`src/hw/rtl/tosu_pkg.sv`:
```
package tosu_pkg;

	localparam int unsigned CMD_W     = 4;
	localparam int unsigned TAG_W     = 3;
	localparam int unsigned STATUS_W  = 3;
	localparam int unsigned IN_VAL_W  = 32;
	localparam int unsigned OUT_VAL_W = 32;
	localparam int unsigned S_TDATA_W = 40;

	localparam logic [TAG_W-1:0] TAG_INT = '0;

	typedef enum logic [CMD_W-1:0] {
		CMD_PUSH   = 4'd0,
		CMD_POP    = 4'd1,
		CMD_DUP    = 4'd2,
		CMD_SWAP   = 4'd3,
		CMD_OVER   = 4'd4,
		CMD_PICK   = 4'd5,
		CMD_PUT    = 4'd6,
		CMD_ROT    = 4'd7,
		CMD_ROTATE = 4'd8,
		CMD_DEPTH  = 4'd9,
		CMD_ROLL   = 4'd10
	} cmd_t;

	typedef enum logic [STATUS_W-1:0] {
		ST_OK        = 3'd0,
		ST_UNDERFLOW = 3'd1,
		ST_OVERFLOW  = 3'd2,
		ST_NOT_INT   = 3'd3,
		ST_NOT_POS   = 3'd4,
		ST_NEG_COUNT = 3'd5
	} status_t;

	typedef enum logic [3:0] {
		OP_NONE,
		OP_LOAD,
		OP_FETCH1,
		OP_FETCH2,
		OP_FETCH3,
		OP_EXEC,
		OP_PICK_RD,
		OP_PICK_WR,
		OP_DIV_WAIT,
		OP_RSET,
		OP_RA,
		OP_RB,
		OP_RC,
		OP_RD,
		OP_TOP,
		OP_OUT
	} dp_op_t;

	typedef struct packed {
		dp_op_t op;
	} ctrl_cmd_t;

	typedef struct packed {
		logic err;
		logic go_pick;
		logic go_div;
		logic go_rot;
		logic div_done;
		logic lo_lt_hi;
		logic last_phase;
		logic out_free;
	} dp_sts_t;

endpackage

```
`src/hw/rtl/tosu_ctrl.sv`:
```
module tosu_ctrl (
	input  logic                clk,
	input  logic                arst_n,
	input  logic                s_tvalid,
	output logic                s_tready,
	input  tosu_pkg::dp_sts_t   sts,
	output tosu_pkg::ctrl_cmd_t ctrl
);
	import tosu_pkg::*;

	typedef enum logic [14:0] {
		S_IDLE   = 15'b000000000000001,
		S_F1     = 15'b000000000000010,
		S_F2     = 15'b000000000000100,
		S_F3     = 15'b000000000001000,
		S_EXEC   = 15'b000000000010000,
		S_PA     = 15'b000000000100000,
		S_PB     = 15'b000000001000000,
		S_DIV    = 15'b000000010000000,
		S_RSET   = 15'b000000100000000,
		S_RA     = 15'b000001000000000,
		S_RB     = 15'b000010000000000,
		S_RC     = 15'b000100000000000,
		S_RD     = 15'b001000000000000,
		S_TOP    = 15'b010000000000000,
		S_OUT    = 15'b100000000000000
	} state_t;

	state_t state_q, state_d;

	always_comb begin
		state_d = state_q;
		ctrl.op = OP_NONE;
		unique case (state_q)
			S_IDLE: begin
				if (s_tvalid) begin
					ctrl.op = OP_LOAD;
					state_d = S_F1;
				end
			end
			S_F1: begin
				ctrl.op = OP_FETCH1;
				state_d = S_F2;
			end
			S_F2: begin
				ctrl.op = OP_FETCH2;
				state_d = S_F3;
			end
			S_F3: begin
				ctrl.op = OP_FETCH3;
				state_d = S_EXEC;
			end
			S_EXEC: begin
				ctrl.op = OP_EXEC;
				priority if (sts.err) state_d = S_TOP;
				else if (sts.go_pick) state_d = S_PA;
				else if (sts.go_div) state_d = S_DIV;
				else if (sts.go_rot) state_d = S_RSET;
				else state_d = S_TOP;
			end
			S_PA: begin
				ctrl.op = OP_PICK_RD;
				state_d = S_PB;
			end
			S_PB: begin
				ctrl.op = OP_PICK_WR;
				state_d = S_TOP;
			end
			S_DIV: begin
				ctrl.op = OP_DIV_WAIT;
				if (sts.div_done) state_d = S_RSET;
			end
			S_RSET: begin
				ctrl.op = OP_RSET;
				state_d = S_RA;
			end
			S_RA: begin
				ctrl.op = OP_RA;
				priority if (sts.lo_lt_hi) state_d = S_RB;
				else if (sts.last_phase) state_d = S_TOP;
				else state_d = S_RSET;
			end
			S_RB: begin
				ctrl.op = OP_RB;
				state_d = S_RC;
			end
			S_RC: begin
				ctrl.op = OP_RC;
				state_d = S_RD;
			end
			S_RD: begin
				ctrl.op = OP_RD;
				state_d = S_RA;
			end
			S_TOP: begin
				ctrl.op = OP_TOP;
				state_d = S_OUT;
			end
			S_OUT: begin
				ctrl.op = OP_OUT;
				if (sts.out_free) state_d = S_IDLE;
			end
			default: state_d = S_IDLE;
		endcase
	end

	always_ff @(posedge clk or negedge arst_n) begin
		if (!arst_n) begin
			state_q <= S_IDLE;
		end else begin
			state_q <= state_d;
		end
	end

	assign s_tready = (state_q == S_IDLE);

endmodule

```
`config.mk`:
```
export PLATFORM = sky130hd
export DESIGN_NAME = tosu_ctrl
export DESIGN_NICKNAME = d
export VERILOG_FILES = /design/src/hw/rtl/tosu_pkg.sv /design/src/hw/rtl/tosu_ctrl.sv
export SDC_FILE = /design/constraint.sdc
export NUM_CORES = 1
export LEC_CHECK = 0
export BUFFER_PORTS_ARGS = -buffer_cell sky130_fd_sc_hd__buf_2
export CAP_MARGIN = 20
export CORE_AREA = 2 2 46 48
export CTS_BUF_LIST = sky130_fd_sc_hd__clkbuf_4
export CTS_CLUSTER_DIAMETER = 100
export CTS_CLUSTER_SIZE = 16
export DETAILED_ROUTE_END_ITERATION = 8
export DIE_AREA = 0 0 48 50
export PLACE_DENSITY = 0.73
export SYNTH_ARGS = -nofsm -noshare
export SYNTH_HDL_FRONTEND = slang
export SYNTH_SLANG_ARGS = --single-unit
export TNS_END_PERCENT = 100
```
`constraint.sdc`:
```
create_clock -name clk -period 2.54 [get_ports clk]
set_input_delay 0.508 -clock clk [delete_from_list [all_inputs] [get_ports clk]]
set_output_delay 0.508 -clock clk [all_outputs]
set_load 0.01 [all_outputs]
```
==> results of run 1 <==
[cell type report]
class / count / area [um^2]
inverters: 2 / 7.51
well taps: 27 / 33.8
multi-input cells: 85 / 656
fillers: 158 / 634
repair buffers: 26 / 158
clock inverters: 1 / 7.51
flip-flops and latches: 15 / 383
clock buffers: 3 / 22.5
[logic make-up (layout without fill, tap and decap cells)]
group,Yosys count,count (layout)
buffers and inverters,5,32
and+or+nand+nor,70,70
DFF,15,15
xor gates and xnor gates,5,5
AOI/OAI and AO/OA,10,10
[worst max-delay path: cells and delay by family (launching register included)]
family / cells / cell delay, ps
AND/OR/NAND/NOR: 4 / 730
flip-flops: 1 / 460
buffers and inverters: 2 / 280
AO/OA/AOI/OAI: 1 / 260
[stage by stage]
stage / setup slack, ps / hold slack [ps]
2_1_floorplan: 504 / 212
3_3_place_gp: 114 / 433
3_5_place_dp: 104 / 430
4_1_cts: 12.8 / 101
5_1_grt: -106 / 101
6_report: 12.4 / 89.0
[repair_timing]
item	in CTS	in global routing
pin swaps	1	8
resized for setup	3	18
setup endpoints to repair	3	4
buffers inserted	2	9
hold endpoints to repair	0	0
[path summary, 6_finish.rpt]
path,startpoint,to,slack [ps],cells past startpoint
worst max-delay path,state_q[8]$_DFFE_PN0P_,ctrl[0],10,7
min in group clk,sts[2],state_q[10]$_DFFE_PN0P_,450,2
max in group asynchronous,arst_n,state_q[0]$_DFFE_PN1P_,2140,1
worst min register to register,state_q[1]$_DFFE_PN0P_,state_q[2]$_DFFE_PN0P_,650,1
worst max register to register,state_q[1]$_DFFE_PN0P_,state_q[8]$_DFFE_PN0P_,520,6
worst min-delay path,arst_n,state_q[10]$_DFFE_PN0P_,90,1
[Yosys cell counts]
master / count / area, um^2
nor2_1: 16 / 60.1
dfrtp_1: 14 / 350
nand2_1: 10 / 37.5
nor3_1: 9 / 45.0
nand4b_1: 5 / 43.8
and3_1: 3 / 18.8
clkbuf_1: 3 / 11.3
nand3b_1: 3 / 22.5
nor4_1: 3 / 18.8
nor4_2: 3 / 37.5
xor2_1: 3 / 26.3
and2_1: 2 / 12.5
inv_1: 2 / 7.51
nand3_1: 2 / 10.0
nor3b_1: 2 / 15.0
nor4_4: 2 / 42.5
nor4b_1: 2 / 17.5
o21ai_0: 2 / 10.0
xnor2_1: 2 / 17.5
a2111oi_2: 1 / 15.0
a21oi_1: 1 / 5.00
a221oi_1: 1 / 8.76
a31o_2: 1 / 8.76
a31oi_1: 1 / 6.26
a41o_1: 1 / 10.0
a41o_2: 1 / 11.3
and2_2: 1 / 7.51
and2b_4: 1 / 10.0
and3b_1: 1 / 8.76
and4_4: 1 / 11.3
and4b_1: 1 / 10.0
dfstp_2: 1 / 26.3
nand2_2: 1 / 6.26
nand2b_1: 1 / 6.26
o2111ai_1: 1 / 8.76
or3_1: 1 / 6.26
[metal layers]
layer	part of all wire	track usage	vias up	wire (um)
met4	0.018	0.0766	0	46
met2	0.53	0.347	28	1340
met3	0.036	0.0366	7	90
li1	-	-	447	-
met5	0	0	-	0
met1	0.41	0.316	462	1030
[power by group]
group	internal, uW	switching, uW
Combinational	187	185
Clock	60.1	86.8
Sequential	269	40.5
Total	515	312
==> impl_results.md, run 1 <==
* Pleak at 0.000593 uW
* Post-synthesis mux area share at 0
* Fin Clk Skew at ~9 ps
* Synthesized area at a little under 1000 um^2
* Gr usage total at 0.227
* First-pass GRT wire length at a little under 4 mm
* CTS buffer count at 3
* F_max at about 0.4 GHz
* GPL Wtd Cong at around 0.92
* Initial DRC Count at 38
* Relative slew slack at 0.735
* Grt ovf at 0
* Adder-Cell Fraction of Synth Area at 0
* Fin util at 0.666
* Cell chain of the critical path: buf_4 > nor4_2 > nand2_1 > a21oi_1 > nor3_1 > nand4b_1 > buf_2
* Die area at roughly 2400 um^2
* Final ANT Viol Nets at 0
* Synthesis-stage register bit count at 15
* CTS tree: built
* Die width at ~48 um
* Vias at roughly 940
* # setup viols final at 0
* Worst Tran Pin Value at around 400 ps
* Max FFs per register at 15
* HPWL after DPL at between 1.5 and 2 mm
* Status: completed
* DRT Pass-1 Iters at 4
* Syn. warnings at 0
* XOR/XNOR Fraction of Synth Area at 0.0451
* Total power at approximately 830 uW
* Clock buffer depth at 2
* Synth Area in Compound Gates at 0.0863
* Antenna cells at 0
* Biggest register: state_q
* Pin count of the biggest net entering global routing at 16
* Critical Path Max Stage Delay at ~460 ps
* Nets@finish at between 100 and 150
* Max cap viols at 0
* Peak VDD IR at 0.483 mV
* Worst Path Arrival at roughly 2000 ps
* Port buffer count at 15
* Area Growth Syn to Fin at 30.5%
* Remaining DRCs at 0
* Post-Place Cells at roughly 140
* Worst path slowest cell: dfrtp_2
* Hold-fix buffers, CTS at 0
* Data required, critical path at about 2000 ps
* Synth Area in Simple Gates at 0.461
* Cell count after synthesis at about 110
* Routed WL at between 2 and 3 mm
* Post-synthesis cell type count at 36
* Core area at approximately 1900 um^2
* Placed Instance Area at 1070 um^2
* Final min period at about 2500 ps
* Pwr dens at around 650 nW/um^2
* Initial core utilization at 0.511
* CP startpoint kind: flip-flop
* I/O pins at 16
* Max Slew Vio Count at 0
* Post-Syn Nets at 116
* RSZ-0062 raised after global routing: true
* Setup crit end kind: output port
* Setup tns final at 0 ps
* Fin crit share at 0.995
* Non-filler cells, final at approximately 160
* Final Hold Fails at 0
* Initial antenna violation count at 0
* Number of global-route vias before repair at around 850
* Avg Inst Size Synth at between 9 and 10 um^2
* Crit Path Max Fanout at 3
* Row count at 16
* Via-per-instance ratio at slightly below 6
* Worst min path class: primary input to asynchronous set/reset pin
* H-Tree Level Count at 1
* Clock tree root buffer cell: clkbuf_4
* Main combinational cell family by area after synthesis: simple AND/OR/NAND/NOR gates
* Biggest registers after layout: state_q: 15 flops
* Clock Latency Late Sink at ~300 ps
* CTS clk-pin slew, worst paths at 100 ps
* Routed wire per std cell at roughly 16 um
* Share of layout cells above drive strength 1 at 0.439
* Final instance area at around 1300 um^2
* Sequential share of the synthesized area at 0.388
* Die height at ~50 um
* Setup CP Type: flip-flop to output port
* Most frequent cells in the layout: 15 x nor2_1, 15 x buf_2, 11 x buf_4, 9 x dfrtp_1
* Clock Sinks at 15
Note: power is estimated with default switching activity, not from simulation.
==> run 2, diff against run 1 <==
CELL_PAD_IN_SITES_DETAIL_PLACEMENT = 0   (was unset)
CELL_PAD_IN_SITES_GLOBAL_PLACEMENT = 1   (was unset)
CORE_AREA = 2 2 51 53   (was 2 2 46 48)
DIE_AREA = 0 0 53 55   (was 0 0 48 50)
PLACE_DENSITY = 0.76   (was 0.73)
==> run 2 against run 1 <==
Net effect: the flow now finishes with violations (negative setup slack); clock-buffer cell count up 1; via count up 4.7%; worst hold slack better by 20 ps; routed wire length up 4.0%; critical path depth unchanged; flip-flop and latch count unchanged; clock skew down 5.0 ps; power down 0.84%.
==> impl_results.md, run 2 (synthesis results as in run 1) <==
* Setup tns final at -16.6 ps (-16.6 ps)
* Vias at 988 (+4.7%)
* Cell chain of the critical path: nor4_4 > buf_4 > nand2_4 > nor3_4 > and3_4 > nand4b_1 > buf_2
* Data required, critical path at 2030 ps (about the same)
* Initial core utilization at 0.411 (-0.0999)
* Nets@finish at 145 (+0.69%)
* Gr usage total at 0.194 (-0.0329)
* Initial DRC Count at 27 (-29%)
* Crit Path Max Fanout at 4 (+1)
* CTS buffer count at 3 (unchanged)
* Die width at 53 um (+10%)
* Die height at 55 um (+10%)
* Worst Path Buf+Inv at 2 (unchanged)
* Grt ovf at 0 (unchanged)
* H-Tree Level Count at 1 (unchanged)
* Clock Latency Late Sink at 290 ps (about the same)
* Setup crit end kind: output port
* Initial antenna violation count at 0 (unchanged)
* CTS clk-pin slew, worst paths at 90 ps (about the same)
* Critical Path Max Stage Delay at 440 ps (-20 ps)
* Biggest registers after layout: state_q: 15 flops
* Worst min path class: primary input to asynchronous set/reset pin
* Most frequent cells in the layout: 15 x nor2_1, 15 x buf_2, 12 x buf_4, 11 x dfrtp_1, 8 x nand2_1
* Die area at 2920 um^2 (+21%)
* Relative slew slack at 0.704 (-0.0305)
* Routed wire per std cell at 16.0 um (+1.4%)
* Fin Clk Skew at 4.17 ps (-5.05 ps)
* Via-per-instance ratio at 6.06 (+2.1%)
* Worst Path Arrival at 2050 ps (+30 ps)
* Max FFs per register at 15 (unchanged)
* PnR worst setup slack at -16.6 ps (-29.0 ps)
* Remaining DRCs at 0 (unchanged)
* Area Growth Syn to Fin at 30.2%
* Cell family with most CP delay: simple AND/OR/NAND/NOR gates
* Row count at 18 (+2)
* Setup CP Type: flip-flop to output port
* Status: finished, violations left
* Pin count of the biggest net entering global routing at 16 (unchanged)
* Final Hold Fails at 0 (unchanged)
* Core area at 2360 um^2 (+24%)
* Clock Sinks at 15 (unchanged)
* GPL Wtd Cong at 0.878 (-4.7%)
* Peak VDD IR at 0.530 mV (+9.7%)
* DRT Pass-1 Iters at 4 (unchanged)
* I/O pins at 16 (unchanged)
* First-pass GRT wire length at 4.06 mm (+5.2%)
* Final ANT Viol Nets at 0 (unchanged)
* Failing checks: negative setup slack
* Max cap viols at 0 (unchanged)
* Worst Tran Pin Value at 440 ps (+44.7 ps)
* Pleak at 0.000603 uW (+1.8%)
* RSZ-0062 raised after global routing: true
* Clock buffer depth at 2 (unchanged)
* Max Slew Vio Count at 0 (unchanged)
* CP startpoint kind: flip-flop
* Placed Instance Area at 1090 um^2 (+2.5%)
* F_max at 0.391 GHz (-1.1%)
* Final instance area at 1260 um^2 (-0.30%)
* Hold-fix buffers, CTS at 0 (unchanged)
* HPWL after DPL at 1.80 mm (+4.3%)
* Pwr dens at 649 nW/um^2 (-0.54%)
* Antenna cells at 0 (unchanged)
* Number of global-route vias before repair at 919 (+7.7%)
* Worst path slowest cell: dfrtp_1
* # setup viols final at 1 (+1)
* Worst slack, placed at 147 ps (+42.9 ps)
* Port buffer count at 15 (unchanged)
* Routed WL at 2.61 mm (+4.0%)
* CTS tree: built
* Biggest register: state_q
* Non-filler cells, final at 163 (+2.5%)
* Fin crit share at 1.01 (+0.0114)
* Final min period at 2560 ps (+29.0 ps)
* Smallest hold slack at 109 ps (+20.0 ps)
* Post-Place Cells at 150 (+4.2%)
* Share of layout cells above drive strength 1 at 0.429 (-0.0108)
* Clock tree root buffer cell: clkbuf_4
-- run 2: where the power goes --
group          switching (uW)  total, uW  leakage, uW  internal, uW
Clock                    76.8        149    0.0000184          71.8
Sequential               40.9        309     0.000200           268
Combinational             189        363     0.000385           174
Total                     307        821     0.000603           514
-- run 2: path summary, 6_finish.rpt --
| path | startpoint | to | slack, ps | depth (start not counted) |
|---|---|---|---|---|
| max | state_q[8]$_DFFE_PN0P_ | ctrl[0] | -20 | 7 |
| min | arst_n | state_q[12]$_DFFE_PN0P_ | 110 | 1 |
| max reg2reg | state_q[8]$_DFFE_PN0P_ | state_q[8]$_DFFE_PN0P_ | 440 | 7 |
| min reg2reg | state_q[1]$_DFFE_PN0P_ | state_q[2]$_DFFE_PN0P_ | 660 | 1 |
| max in group asynchronous | arst_n | state_q[0]$_DFFE_PN1P_ | 2140 | 1 |
| min in group clk | sts[2] | state_q[10]$_DFFE_PN0P_ | 450 | 2 |
-- run 2: metrics by stage --
stage                util  total power (uW)
floorplan               -               499
global placement    0.463               601
detailed placement  0.463               600
CTS                 0.492               776
global route        0.534               871
finish              0.534               821
-- run 2: worst reg2reg max path: stages, from the launching register on --
cell and delay, ps:
dfrtp_1 440, nor4_4 430, buf_4 220, buf_4 110
and4_4 230, and2b_4 160, a31oi_1 100, a2111oi_2 310
-- run 2: area by class of cell --
| cell class | count | area [um^2] |
|---|---|---|
| fill | 212 | 1100 |
| multi-input combinational | 85 | 643 |
| sequential | 15 | 380 |
| timing repair buffer | 27 | 165 |
| tap | 30 | 37.5 |
| clock buffer | 4 | 30.0 |
| inverter | 2 | 7.51 |
-- run 2: repair_timing --
item | 4_1_cts | 5_1_grt
pin swaps | 2 | 6
setup endpoints to repair | 4 | 4
buffers inserted | 2 | 7
gates resized for setup | 5 | 12
-- run 2: routing by layer --
layer  vias to the layer above  routed length [um]  GRT usage
li1                        446                   -          -
met1                       471                1070      0.247
met2                        52                1250      0.325
met3                        19                 200     0.0296
met4                         0                  90     0.0897
met5                         -                   0          0
==> run 3, diff against run 2 <==
GPL_TIMING_DRIVEN = 0   (was unset)
==> run 3 against run 2 <==
Net effect: highest routed layer unchanged; the flow now finishes without violations; routed wire length down 7.2%; via count down 6.4%; flip-flop and latch count unchanged; maximum frequency up 2.2%; combinational power down 2%; worst hold slack better by 1.1 ps; core utilization up 0.26 points.
==> impl_results.md, run 3 (synthesis results as in run 1) <==
* Status: completed
* Clock power frac at 0.172 (-0.009)
* Biggest register: state_q
* RR Startpoint: state_q[7]$_DFFE_PN0P_
* Remaining DRCs at 0 (unchanged)
* Setup crit end kind: output port
* CP startpoint kind: flip-flop
* Clock Latency Late Sink at 290 ps (about the same)
* Max Slew Vio Count at 0 (unchanged)
* Routed WL at 2.42 mm (-7.2%)
* Initial antenna violation count at 0 (unchanged)
* Final ANT Viol Nets at 0 (unchanged)
* Most frequent cells in the layout: 15 x nor2_1, 15 x buf_2, 12 x buf_4, 9 x nand2_1, 9 x dfrtp_2
* Cell family with most CP delay: simple AND/OR/NAND/NOR gates
* Routed wire per std cell at 14.8 um (-7.2%)
* Post-Place Cells at 150 (unchanged)
* Worst min path class: primary input to asynchronous set/reset pin
* Crit Path Max Fanout at 9 (+5)
* RSZ-0062 raised after global routing: true
* Reg2reg end: state_q[8]$_DFFE_PN0P_
* Logic gate share of total power at 0.445 (+0.003)
* First-pass GRT wire length at 3.87 mm (-4.6%)
* Nets@finish at 145 (unchanged)
* CTS buffer count at 3 (unchanged)
* Number of global-route vias before repair at 828 (-9.9%)
* Relative slew slack at 0.722 (+0.0177)
* Worst Path Arrival at 1990 ps (-60 ps)
* Max FFs per register at 15 (unchanged)
* CTS tree: built
* Worst Tran Pin Value at 414 ps (-25.7 ps)
* CTS clk-pin slew, worst paths at 90 ps (about the same)
* Antenna cells at 0 (unchanged)
* Switching Fraction at 0.372 (-0.00155)
* Net Switching at 299 uW (-2.7%)
* Die height at 55 um (unchanged)
* Row count at 18 (unchanged)
* Clock buffer depth at 2 (unchanged)
* Critical Path Max Stage Delay at 500 ps (+60 ps)
* Peak VDD IR at 0.594 mV (+12%)
* Vias at 925 (-6.4%)
* Data required, critical path at 2030 ps (about the same)
* Pleak at 0.000600 uW (-0.53%)
* Clock tree root buffer cell: clkbuf_4
* Sequential Power Share at 0.383 (+0.006)
* Fin Clk Skew at 5.27 ps (+1.10 ps)
* Hold-fix buffers, CTS at 0 (unchanged)
* Via-per-instance ratio at 5.67 (-6.4%)
* Pint at 503 uW (-2.1%)
* Die area at 2920 um^2 (unchanged)
* Die width at 53 um (unchanged)
* F_max at 0.400 GHz (+2.2%)
* Reg2reg path depth at 6 (-1)
* Max cap viols at 0 (unchanged)
* Cell chain of the critical path: or3_4 > nor4_4 > nand3b_1 > nand4b_1 > buf_2
* # setup viols final at 0 (-1)
* Final Hold Fails at 0 (unchanged)
* Fin crit share at 0.985 (-0.0214)
* Core area at 2360 um^2 (unchanged)
* Share of layout cells above drive strength 1 at 0.459 (+0.0301)
* Clock Sinks at 15 (unchanged)
* Grt ovf at 0 (unchanged)
* Initial core utilization at 0.411 (unchanged)
* Worst Path Buf+Inv at 1 (-1)
* Area Growth Syn to Fin at 30.8%
* Final min period at 2500 ps (-54.5 ps)
* Worst reg-to-reg setup slack at 500 ps (+60 ps)
* H-Tree Level Count at 1 (unchanged)
* Worst path slowest cell: dfrtp_2
* GPL Wtd Cong at 0.793 (-9.7%)
* Biggest registers after layout: state_q: 15 flops
* Gr usage total at 0.184 (-0.00970)
* Non-filler cells, final at 163 (unchanged)
* Setup tns final at 0 ps (+16.6 ps)
* Pin count of the biggest net entering global routing at 16 (unchanged)
* DRT Pass-1 Iters at 4 (unchanged)
* Smallest hold slack at 110 ps (+1.09 ps)
* Initial DRC Count at 35 (+30%)
* Pwr dens at 631 nW/um^2 (-2.8%)
* I/O pins at 16 (unchanged)
* HPWL after DPL at 1.74 mm (-3.6%)
* Setup CP Type: flip-flop to output port
* Port buffer count at 15 (unchanged)
run 3: repair_timing:
action / 4_1_cts / 5_1_grt
buffers inserted: 6 / 6
pin swaps: 4 / 5
endpoints found under the setup margin: 4 / 4
gates resized for setup: 8 / 13
run 3: power groups by stage:
| stage | clock network, uW | logic [uW] | registers [uW] |
|---|---|---|---|
| floorplan | 0 | 196 | 303 |
| global placement | 0 | 275 | 308 |
| detailed placement | 0 | 274 | 308 |
| CTS | 144 | 319 | 305 |
| global route | 154 | 395 | 313 |
| finish | 138 | 357 | 307 |
run 3: per-stage QoR:
| step | cell area (um^2) | utilization | setup WS (ps) | power (uW) |
|---|---|---|---|---|
| after floorplan | 971 | - | 504 | 499 |
| after global placement | 1080 | 0.458 | 99.6 | 583 |
| after detailed placement | 1080 | 0.458 | 87.2 | 582 |
| after CTS | 1190 | 0.504 | 1.73 | 767 |
| after global routing | 1270 | 0.537 | -68.5 | 861 |
| final | 1270 | 0.537 | 37.8 | 802 |
run 3: how the worst max path moves through the flow:
stage / cells after the start / end / startpoint
after CTS: 7 / ctrl[0] / state_q[10]$_DFFE_PN0P_
after global routing: 6 / ctrl[3] / state_q[5]$_DFFE_PN0P_
after floorplan: 5 / ctrl[1] / state_q[13]$_DFFE_PN0P_
final: 5 / ctrl[0] / state_q[13]$_DFFE_PN0P_
after global placement: 6 / ctrl[0] / state_q[9]$_DFFE_PN0P_
after detailed placement: 6 / ctrl[0] / state_q[9]$_DFFE_PN0P_
run 3: cell type report:
cell class / instances / area (um^2)
clock buffers: 3 / 22.5
clock inverters: 1 / 5.00
fillers: 229 / 1090
flip-flops and latches: 15 / 388
repair buffers: 27 / 165
inverters: 2 / 7.51
multi-input cells: 85 / 644
well taps: 30 / 37.5
run 3: layer usage:
metal,global-route usage,part of all wire
met3,0.0188,0.042
met4,0.0641,0.0079
met2,0.310,0.50
met5,0,0
met1,0.247,0.45
